## src/rtl/mii_prf_pkg.sv

```systemverilog
// Shared types, register map and default values for the MII PHY register file.
package mii_prf_pkg;

  // One command beat and one result beat
  typedef struct packed {
    logic [1:0]  cmd;
    logic [4:0]  reg_addr;
    logic [15:0] write_data;
  } phy_item_t;

  typedef struct packed {
    logic [15:0] read_data;
    logic        speed_100;
    logic        duplex_full;
    logic        negotiated;
    logic        link_notify;
  } phy_result_t;

  // Command codes
  localparam logic [1:0] CMD_READ   = 2'd0;
  localparam logic [1:0] CMD_WRITE  = 2'd1;
  localparam logic [1:0] CMD_TICK   = 2'd2;
  localparam logic [1:0] CMD_UNUSED = 2'd3;

  // Configuration register indexes
  localparam logic [1:0] CFG_PAUSE = 2'd0;
  localparam logic [1:0] CFG_DELAY = 2'd1;
  localparam logic [1:0] CFG_IDHI  = 2'd2;
  localparam logic [1:0] CFG_IDLO  = 2'd3;

  // Clause 22 register numbers
  localparam logic [4:0] R_BMCR   = 5'd0;
  localparam logic [4:0] R_BMSR   = 5'd1;
  localparam logic [4:0] R_ID2    = 5'd2;
  localparam logic [4:0] R_ID3    = 5'd3;
  localparam logic [4:0] R_ANAR   = 5'd4;
  localparam logic [4:0] R_ANLPAR = 5'd5;
  localparam logic [4:0] R_ANER   = 5'd6;

  // Register bits
  localparam logic [15:0] CTL_RESET   = 16'h8000;
  localparam logic [15:0] CTL_SPEED   = 16'h2000;
  localparam logic [15:0] CTL_RESTART = 16'h0200;
  localparam logic [15:0] CTL_DUPLEX  = 16'h0100;
  localparam logic [15:0] ST_LINK     = 16'h0004;
  localparam logic [15:0] ST_ANDONE   = 16'h0020;
  localparam logic [15:0] AD_CSMA     = 16'h0001;
  localparam logic [15:0] AD_10HD     = 16'h0020;
  localparam logic [15:0] AD_10FD     = 16'h0040;
  localparam logic [15:0] AD_100HD    = 16'h0080;
  localparam logic [15:0] AD_100FD    = 16'h0100;
  localparam logic [15:0] AD_PAUSE    = 16'h0400;
  localparam logic [15:0] AD_LPACK    = 16'h4000;

  // Defaults
  localparam logic [15:0] BMCR_DEF      = 16'h2100;
  localparam logic [15:0] BMSR_DEF      = 16'h7809;
  localparam logic [15:0] ANAR_DEF      = 16'h01E1;
  localparam logic [15:0] ANAR_DEF_PSE  = 16'h05E1;
  localparam logic [15:0] ZERO_DEF      = 16'h0000;
  localparam logic [15:0] DELAY_RST     = 16'd500;
  localparam logic [15:0] ID_HIGH_RST   = 16'h2000;
  localparam logic [15:0] ID_LOW_RST    = 16'h5C01;

  // Default contents of one register
  function automatic logic [15:0] reg_default(input logic [4:0] idx, input logic pause,
                                               input logic [15:0] id_hi,
                                               input logic [15:0] id_lo);
    logic [15:0] v;
    v = ZERO_DEF;
    case (idx)
      R_BMCR: v = BMCR_DEF;
      R_BMSR: v = BMSR_DEF;
      R_ID2:  v = id_hi;
      R_ID3:  v = id_lo;
      R_ANAR: v = pause ? ANAR_DEF_PSE : ANAR_DEF;
      default: v = ZERO_DEF;
    endcase
    return v;
  endfunction

  function automatic phy_result_t make_result(input logic [15:0] rd, input logic spd,
                                              input logic dup, input logic neg,
                                              input logic ntf);
    phy_result_t r;
    r.read_data   = rd;
    r.speed_100   = spd;
    r.duplex_full = dup;
    r.negotiated  = neg;
    r.link_notify = ntf;
    return r;
  endfunction

endpackage

```

## src/rtl/mii_prf_ram.sv

```systemverilog
// Generic single-write, single-read RAM with registered read data.
module mii_prf_ram #(
  parameter int WIDTH = 16,
  parameter int DEPTH = 32
) (
  input  logic                     clk,
  input  logic                     we,
  input  logic [$clog2(DEPTH)-1:0] waddr,
  input  logic [WIDTH-1:0]         wdata,
  input  logic [$clog2(DEPTH)-1:0] raddr,
  output logic [WIDTH-1:0]         rdata
);

  logic [WIDTH-1:0] mem [DEPTH];

  // write port and registered read port
  always_ff @(posedge clk) begin
    if (we) begin
      mem[waddr] <= wdata;
    end
    rdata <= mem[raddr];
  end

endmodule

```

## src/rtl/mii_phy_register_file.sv

```systemverilog
// Top level of the Clause 22 MII PHY register file.
//
// Command channel: an item (read, write or timer tick) is taken at a rising
// edge with start high and busy low. Each item yields one result beat on
// result, marked by done for exactly one cycle; the receiver cannot stall.
// Configuration is written through the APB port (pause model, negotiation
// delay, PHY identifier defaults); the user must write it only while the
// block is idle, which the block itself does not enforce.
// Items that finish at once: ticks that do not finish negotiation, ordinary
// writes, out-of-range addresses and the unused command. Other items pass
// through sequencer states: in-range reads through S_RD (one RAM read), BMCR
// writes without restart through S_BMCR, BMCR writes with restart through
// S_BMCR then S_BMSR_CLR, the tick that finishes negotiation through S_ANAR
// then S_BMSR_SET, and a BMCR write with the reset bit through the reload
// sweep. busy rises only for those items and falls as done rises, so items
// run one at a time and the next may start in the done cycle.
// Reset: rst clears the control state and loads the reset configuration; a
// clearing pass over all REG_COUNT registers then loads the defaults into the
// RAM, with busy held high throughout. No result beat comes from that pass.
module mii_phy_register_file
  import mii_prf_pkg::*;
#(
  parameter int REG_COUNT = 32
) (
  input  logic        clk,
  input  logic        rst,
  input  logic        start,
  output logic        busy,
  input  phy_item_t   item,
  output logic        done,
  output phy_result_t result,
  input  logic        psel,
  input  logic        penable,
  input  logic        pwrite,
  input  logic [3:0]  paddr,
  input  logic [31:0] pwdata,
  output logic [31:0] prdata,
  output logic        pready
);

  localparam int AW = $clog2(REG_COUNT);
  localparam logic [AW-1:0] LAST     = AW'(REG_COUNT - 1);
  localparam logic [AW-1:0] A_BMCR   = AW'(R_BMCR);
  localparam logic [AW-1:0] A_BMSR   = AW'(R_BMSR);
  localparam logic [AW-1:0] A_ANAR   = AW'(R_ANAR);
  localparam logic [AW-1:0] A_ANLPAR = AW'(R_ANLPAR);
  localparam logic [AW-1:0] A_ANER   = AW'(R_ANER);

  // sequencer states
  localparam logic [2:0] S_INIT     = 3'd0;
  localparam logic [2:0] S_IDLE     = 3'd1;
  localparam logic [2:0] S_RD       = 3'd2;
  localparam logic [2:0] S_BMCR     = 3'd3;
  localparam logic [2:0] S_BMSR_CLR = 3'd4;
  localparam logic [2:0] S_ANAR     = 3'd5;
  localparam logic [2:0] S_BMSR_SET = 3'd6;
  localparam logic [2:0] S_SWEEP    = 3'd7;

  logic [2:0]    state, state_next;
  logic [AW-1:0] cnt, cnt_next;
  logic          an_done, an_done_next;
  logic          spd, spd_next;
  logic          dup, dup_next;
  logic [15:0]   countdown, countdown_next;
  logic          notify_pend, notify_next;
  logic          done_next;
  phy_result_t   res_next;
  logic [AW-1:0] addr_q;
  logic [15:0]   data_q;

  logic          pause_model;
  logic [15:0]   an_delay;
  logic [15:0]   id_hi;
  logic [15:0]   id_lo;

  logic          ram_we;
  logic [AW-1:0] ram_waddr;
  logic [15:0]   ram_wdata;
  logic [AW-1:0] ram_raddr;
  logic [15:0]   ram_rdata;

  logic          acc;
  logic          in_range;
  logic          cfg_wr;
  logic          lnk_change;
  logic [15:0]   partner;
  logic [15:0]   common;
  logic [15:0]   anar_v;

  assign busy     = (state != S_IDLE);
  assign acc      = start && !busy;
  assign in_range = ({1'b0, item.reg_addr} < 6'(REG_COUNT));
  assign pready   = 1'b1;
  assign cfg_wr   = psel && penable && pwrite && pready;

  // register storage
  mii_prf_ram #(
    .WIDTH (16),
    .DEPTH (REG_COUNT)
  ) u_regs (
    .clk   (clk),
    .we    (ram_we),
    .waddr (ram_waddr),
    .wdata (ram_wdata),
    .raddr (ram_raddr),
    .rdata (ram_rdata)
  );

  // configuration read-back
  always_comb begin
    case (paddr[3:2])
      CFG_PAUSE: prdata = {31'd0, pause_model};
      CFG_DELAY: prdata = {16'd0, an_delay};
      CFG_IDHI:  prdata = {16'd0, id_hi};
      CFG_IDLO:  prdata = {16'd0, id_lo};
      default:   prdata = 32'd0;
    endcase
  end

  // sequencer: read, modify and write back the register RAM
  always_comb begin
    state_next     = state;
    cnt_next       = cnt;
    an_done_next   = an_done;
    spd_next       = spd;
    dup_next       = dup;
    countdown_next = countdown;
    notify_next    = notify_pend;
    done_next      = 1'b0;
    res_next       = result;
    ram_we         = 1'b0;
    ram_waddr      = cnt;
    ram_wdata      = ZERO_DEF;
    ram_raddr      = addr_q;
    lnk_change     = 1'b0;
    partner        = AD_100FD | AD_100HD | AD_10FD | AD_10HD;
    if (pause_model) begin
      partner = partner | AD_PAUSE;
    end
    common = ram_rdata & partner;
    anar_v = item.write_data | AD_CSMA;
    if (!pause_model) begin
      anar_v = anar_v & ~AD_PAUSE;
    end

    case (state)
      S_INIT: begin
        ram_we    = 1'b1;
        ram_wdata = reg_default(5'(cnt), 1'b0, ID_HIGH_RST, ID_LOW_RST);
        if (cnt == LAST) begin
          cnt_next   = '0;
          state_next = S_IDLE;
        end else begin
          cnt_next = cnt + 1'b1;
        end
      end

      S_SWEEP: begin
        ram_we    = 1'b1;
        ram_wdata = reg_default(5'(cnt), pause_model, id_hi, id_lo);
        if (cnt == LAST) begin
          cnt_next   = '0;
          state_next = S_IDLE;
          done_next  = 1'b1;
          res_next   = make_result(ZERO_DEF, spd, dup, an_done, 1'b0);
        end else begin
          cnt_next = cnt + 1'b1;
        end
      end

      S_IDLE: begin
        if (acc) begin
          // immediate finish unless a branch below goes on
          done_next = 1'b1;
          res_next  = make_result(ZERO_DEF, spd, dup, an_done, 1'b0);
          case (item.cmd)
            CMD_READ: begin
              if (in_range) begin
                ram_raddr  = item.reg_addr[AW-1:0];
                done_next  = 1'b0;
                state_next = S_RD;
              end
            end
            CMD_WRITE: begin
              if (in_range) begin
                if (item.reg_addr[AW-1:0] == A_BMCR) begin
                  done_next = 1'b0;
                  if ((item.write_data & CTL_RESET) != ZERO_DEF) begin
                    cnt_next   = '0;
                    state_next = S_SWEEP;
                  end else begin
                    ram_raddr  = A_BMCR;
                    state_next = S_BMCR;
                  end
                end else begin
                  ram_we    = 1'b1;
                  ram_waddr = item.reg_addr[AW-1:0];
                  ram_wdata = (item.reg_addr[AW-1:0] == A_ANAR) ? anar_v
                                                                 : item.write_data;
                end
              end
            end
            CMD_TICK: begin
              if (countdown != 16'd0) begin
                countdown_next = countdown - 16'd1;
                if (countdown == 16'd1) begin
                  ram_raddr  = A_ANAR;
                  done_next  = 1'b0;
                  state_next = S_ANAR;
                end
              end
            end
            default: begin
            end
          endcase
        end
      end

      S_RD: begin
        // BMSR read re-asserts link, and AN-complete once negotiated; ANER always reads zero
        if (addr_q == A_BMSR) begin
          ram_we    = 1'b1;
          ram_waddr = A_BMSR;
          ram_wdata = ram_rdata | ST_LINK | (an_done ? ST_ANDONE : ZERO_DEF);
        end
        state_next = S_IDLE;
        done_next  = 1'b1;
        res_next   = make_result((addr_q == A_ANER) ? ZERO_DEF : ram_rdata,
                                 spd, dup, an_done, 1'b0);
      end

      S_BMCR: begin
        lnk_change = ((data_q ^ ram_rdata) & (CTL_SPEED | CTL_DUPLEX)) != ZERO_DEF;
        if (lnk_change) begin
          spd_next = (data_q & CTL_SPEED) != ZERO_DEF;
          dup_next = (data_q & CTL_DUPLEX) != ZERO_DEF;
        end
        ram_we    = 1'b1;
        ram_waddr = A_BMCR;
        ram_wdata = data_q & ~(CTL_RESTART | CTL_RESET);
        if ((data_q & CTL_RESTART) != ZERO_DEF) begin
          an_done_next   = 1'b0;
          countdown_next = (an_delay == 16'd0) ? 16'd1 : an_delay;
          notify_next    = lnk_change;
          ram_raddr      = A_BMSR;
          state_next     = S_BMSR_CLR;
        end else begin
          state_next = S_IDLE;
          done_next  = 1'b1;
          res_next   = make_result(ZERO_DEF, spd_next, dup_next, an_done, lnk_change);
        end
      end

      S_BMSR_CLR: begin
        ram_we     = 1'b1;
        ram_waddr  = A_BMSR;
        ram_wdata  = ram_rdata & ~ST_ANDONE;
        state_next = S_IDLE;
        done_next  = 1'b1;
        res_next   = make_result(ZERO_DEF, spd, dup, an_done, notify_pend);
      end

      S_ANAR: begin
        // negotiation done: partner abilities and best common mode
        ram_we    = 1'b1;
        ram_waddr = A_ANLPAR;
        ram_wdata = partner | AD_LPACK;
        if ((common & AD_100FD) != ZERO_DEF) begin
          spd_next = 1'b1;
          dup_next = 1'b1;
        end else if ((common & AD_100HD) != ZERO_DEF) begin
          spd_next = 1'b1;
          dup_next = 1'b0;
        end else if ((common & AD_10FD) != ZERO_DEF) begin
          spd_next = 1'b0;
          dup_next = 1'b1;
        end else begin
          spd_next = 1'b0;
          dup_next = 1'b0;
        end
        an_done_next = 1'b1;
        ram_raddr    = A_BMSR;
        state_next   = S_BMSR_SET;
      end

      S_BMSR_SET: begin
        ram_we     = 1'b1;
        ram_waddr  = A_BMSR;
        ram_wdata  = ram_rdata | ST_ANDONE;
        state_next = S_IDLE;
        done_next  = 1'b1;
        res_next   = make_result(ZERO_DEF, spd, dup, an_done, 1'b1);
      end

      default: begin
        state_next = S_IDLE;
      end
    endcase
  end

  // control state and configuration
  always_ff @(posedge clk) begin
    if (rst) begin
      state       <= S_INIT;
      cnt         <= '0;
      an_done     <= 1'b0;
      spd         <= 1'b0;
      dup         <= 1'b0;
      countdown   <= 16'd0;
      notify_pend <= 1'b0;
      done        <= 1'b0;
      pause_model <= 1'b0;
      an_delay    <= DELAY_RST;
      id_hi       <= ID_HIGH_RST;
      id_lo       <= ID_LOW_RST;
    end else begin
      state       <= state_next;
      cnt         <= cnt_next;
      an_done     <= an_done_next;
      spd         <= spd_next;
      dup         <= dup_next;
      countdown   <= countdown_next;
      notify_pend <= notify_next;
      done        <= done_next;
      if (cfg_wr) begin
        case (paddr[3:2])
          CFG_PAUSE: pause_model <= pwdata[0];
          CFG_DELAY: an_delay    <= pwdata[15:0];
          CFG_IDHI:  id_hi       <= pwdata[15:0];
          CFG_IDLO:  id_lo       <= pwdata[15:0];
          default: begin
          end
        endcase
      end
    end
  end

  // payload registers
  always_ff @(posedge clk) begin
    result <= res_next;
    if (acc) begin
      addr_q <= item.reg_addr[AW-1:0];
      data_q <= item.write_data;
    end
  end

endmodule

```

## config.mk

```make
export PLATFORM = sky130hd
export DESIGN_NAME = mii_phy_register_file
export DESIGN_NICKNAME = d
export VERILOG_FILES = /design/src/rtl/mii_prf_pkg.sv /design/src/rtl/mii_prf_ram.sv /design/src/rtl/mii_phy_register_file.sv
export SDC_FILE = /design/constraint.sdc
export NUM_CORES = 1
export LEC_CHECK = 0
export BUFFER_PORTS_ARGS = -buffer_cell sky130_fd_sc_hd__buf_4
export CORE_ASPECT_RATIO = 1.1
export CORE_MARGIN = 2
export CORE_UTILIZATION = 50
export CTS_CLUSTER_DIAMETER = 80
export DETAILED_ROUTE_END_ITERATION = 7
export PLACE_DENSITY = 0.66
export SLEW_MARGIN = 20
export SYNTH_ARGS = -nofsm -noshare
export SYNTH_HDL_FRONTEND = slang
export SYNTH_SLANG_ARGS = --single-unit
```

## constraint.sdc

```tcl
create_clock -name clk -period 12.1 [get_ports clk]
set_clock_uncertainty 0.15 [all_clocks]
set_input_delay 0.605 -clock clk [delete_from_list [all_inputs] [get_ports clk]]
set_output_delay 0.605 -clock clk [all_outputs]
set_load 0.02 [all_outputs]
```

==> results.sh <==
export IMPL_status="finished clean"
export IMPL_vias=16860
export IMPL_hold_path_class="in -> reg"
export IMPL_dieArea_um2=56150
export IMPL_rsz0062_at_grt="false"
export IMPL_grt_pass1_wl_mm=103.6
export IMPL_power_density_nw_per_um2=227.7
export IMPL_avgSynthCellArea_um2=14.17
export IMPL_whs_ns=0.04532
export IMPL_worstPathRequired_ns=12.40
export IMPL_root_buffer="clkbuf_16"
export IMPL_cp_start_kind="flip-flop"
export IMPL_initial_utilization=0.5055
export IMPL_cts_repair_resized=0
export IMPL_hpwl_mm=44.10
export IMPL_die_w_um=226.1
export IMPL_ys_warn_count=0
export IMPL_drv_slew=0
export IMPL_synth_top_area_frac=0.6109
export IMPL_ys_ff_latch=646
export IMPL_clock_latency_ns=0.61
export IMPL_clock_sinks=646
export IMPL_period_share=0.4513
export IMPL_nets=2099
export IMPL_grt_overflow=0
export IMPL_synth_seq_area_share=0.6802
export IMPL_cts_buffers=66
export IMPL_drcViolationCount=0
export IMPL_drive_gt1_frac=0.1772
export IMPL_wire_per_inst_um=25.22
export IMPL_cpPeakStageDelay_ns=0.85
export IMPL_crit_buf_inv=3
export IMPL_post_cts_buffers=0
export IMPL_fp_dieH_um=248.3
export IMPL_cpMostUsedCell="buf_4"
export IMPL_grt_pass1_vias=16290
export IMPL_track_usage=0.2517
export IMPL_cts_tree="built"
export IMPL_vias_per_cell=6.022
export IMPL_total_power_mw=7.030
export IMPL_gp_congestion=0.9297
export IMPL_postCtsHoldBufs=3
export IMPL_critPathMaxFanout=43
export IMPL_synthesis_area_um2=27130
export IMPL_finalSetupViolCount=0
export IMPL_slew_headroom=0.2513
export IMPL_tightest_slew_ns=1.123
export IMPL_synth_area_leaders="edfxtp_1 61%, dfxtp_1 6.9%, mux2i_1 5.3%"
export IMPL_drt_iter0_drc=1707
export IMPL_syn_to_final_growth_pct=13.77
export IMPL_grt_max_degree=163
export IMPL_io_pins=120
export IMPL_leakage_nw=10.82
export IMPL_crit_arrival_ns=5.77
export IMPL_synth_async_reset_ratio=0
export IMPL_post_synth_top_area_cell="edfxtp_1"
export IMPL_peakVddDrop_v=0.0001265
export IMPL_clk_pin_slew_ns=0.07
export IMPL_core_area_um2=53670
export IMPL_clockBufferDepth=3
export IMPL_detail_route_antenna_nets=0
export IMPL_port_buffers=84
export IMPL_crit_path_top_delay_cell="dfxtp_1"
export IMPL_finalHoldViolCount=0
export IMPL_htreeDepth=3
export IMPL_path_cells="nor4bb_4 -> buf_4 -> and3_1 -> a21oi_1 -> o22a_4 -> buf_4 -> buf_4 -> nor2_2 -> nand3_1 -> a31oi_1 -> nor4_2"
export IMPL_n_fill_cell=4283
export IMPL_endpoint_kind="flip-flop"
export IMPL_finalCriticalPeriod_ns=5.461
export IMPL_path_delay_family="simple AND/OR/NAND/NOR gates"
export IMPL_firstDrtPassIters=8
export IMPL_fin_tns_setup_ns=0
export IMPL_critPathKind="reg -> reg"
export IMPL_antenna_found_initial=2
export IMPL_wl_mm=70.61
export IMPL_synth_ff_type="edfxtp_1"
export IMPL_synth_cell_types=75
export IMPL_synth_edf_count=552
export IMPL_syn_instance_count=1915
export IMPL_rows=89
export IMPL_max_freq_mhz=183.1
export IMPL_maxCapViolCount=0
[state kept, by name (all words and copies together) (netlist names)]
| register | flops |
|---|---|
| an_done | 1 |
| state | 3 |
| pause_model | 1 |
| spd | 1 |
| cnt | 5 |
| notify_pend | 1 |
| id_lo | 16 |
| done | 1 |
| id_hi | 16 |
| countdown | 16 |
| u_regs.mem | 512 |
| dup | 1 |
| data_q | 15 |
| an_delay | 16 |
| result | 20 |
| u_regs.rdata | 16 |
| addr_q | 5 |
[cell usage after synthesis (6+ instances only)]
library cell and instances:
a21oi_1 93, a221oi_1 31, a22o_1 35, a22oi_1 40
a31oi_1 20, and2_1 26, and3_1 9, buf_1 10
buf_2 25, buf_4 21, clkbuf_1 71, dfxtp_1 94
edfxtp_1 552, ha_1 13, inv_1 15, mux2_1 22
mux2_2 43, mux2i_1 144, mux4_2 33, nand2_1 244
nand2b_1 9, nand3_1 44, nand3b_1 16, nor2_1 87
nor2b_1 7, nor3_1 21, nor4_1 18, nor4_2 11
o21ai_0 32, o22ai_1 23, o2bb2ai_1 17, or3_1 6
[power by group]
part           switching (mW)  leakage (nW)  internal (mW)  total [mW]
combinational            1.36          3.93          0.698        2.06
clock                   0.844          1.04           1.15        2.00
sequential              0.112          5.86           2.87        2.98
total                    2.31          10.8           4.72        7.03
[metal layers]
| layer | routed length, um | GRT usage | part of all wire | vias to the layer above |
|---|---|---|---|---|
| met5 | 10 | 0 | 0.00014 | - |
| met4 | 2969 | 0.1153 | 0.042 | 2 |
| met3 | 4973 | 0.04246 | 0.070 | 126 |
| met2 | 33880 | 0.4114 | 0.48 | 708 |
| met1 | 28780 | 0.3323 | 0.41 | 8452 |
| li1 | - | - | - | 7573 |
[logic make-up (layout without fill, tap and decap cells)]
| logic type | count (synthesis) | after routing | synth area share |
|---|---|---|---|
| AO/OA/AOI/OAI | 343 | 343 | 0.08816 |
| XOR/XNOR | 2 | 2 | 0.0006457 |
| adder cells (fa/ha/maj) | 13 | 13 | 0.005995 |
| buffers and inverters | 148 | 289 | 0.02564 |
| flip-flops | 646 | 646 | 0.6802 |
| multiplexers | 242 | 242 | 0.1075 |
| other | 2 | 18 | 0.0002768 |
| AND/OR/NAND/NOR | 519 | 519 | 0.09158 |
[metrics by stage]
step                worst slack (ns)  std cells  area [um2]    util
finish                         6.639       2800       30870  0.5752
global route                   6.355       2799       30870  0.5751
CTS                            6.648       2799       30870  0.5751
detailed placement             6.708       2678       28730  0.5353
global placement               6.760       2678       28730  0.5352
floorplan                      8.047       1930       27190       -
[cell type report]
class	count	area [um2]	share of cell area
Clock buffer	89	1826	0.05913
Inverter	16	60.06	0.001945
Multi-Input combinational cell	1136	8150	0.2640
Clock inverter	29	281.5	0.009119
Tap cell	728	910.9	0.02950
Antenna cell	1	2.502	0.00008106
Sequential cell	646	18460	0.5979
Timing Repair Buffer	155	1184	0.03834
[cell usage in the layout (no fill, tap or decap), types with 5 or more instances in the layout]
| master | instances |
|---|---|
| nor3_1 | 19 |
| mux2_1 | 22 |
| o21ai_2 | 5 |
| a22oi_1 | 39 |
| conb_1 | 17 |
| a22o_1 | 35 |
| edfxtp_1 | 552 |
| ha_1 | 13 |
| nand2b_1 | 9 |
| and3_1 | 9 |
| nand3_1 | 44 |
| o2bb2ai_1 | 17 |
| a221oi_1 | 31 |
| mux2_2 | 43 |
| clkbuf_16 | 69 |
| o21ai_0 | 26 |
| inv_1 | 15 |
| or3_1 | 6 |
| mux4_2 | 33 |
| nor2_1 | 86 |
| buf_4 | 151 |
| clkbuf_1 | 15 |
| nor4_2 | 11 |
| nand3b_1 | 16 |
| clkinv_1 | 7 |
| and2_1 | 26 |
| mux2i_1 | 144 |
| nor2b_1 | 6 |
| dfxtp_1 | 94 |
| nand2_1 | 243 |
| clkinv_2 | 12 |
| o22ai_1 | 23 |
| a31oi_1 | 19 |
| a21oi_1 | 91 |
| nor4_1 | 18 |
[path summary, 6_finish.rpt]
check | from | endpoint | slack, ns | cells past startpoint
worst max-delay path | state[0] | u_regs.rdata[9] | 6.64 | 11
worst min-delay path | item[14] | data_q[14] | 0.05 | 1
worst max register to register | state[0] | u_regs.rdata[9] | 6.64 | 11
worst min register to register | id_hi[5] | id_hi[5] | 0.32 | 2
No activity file was read; power rests on OpenSTA's default activity.
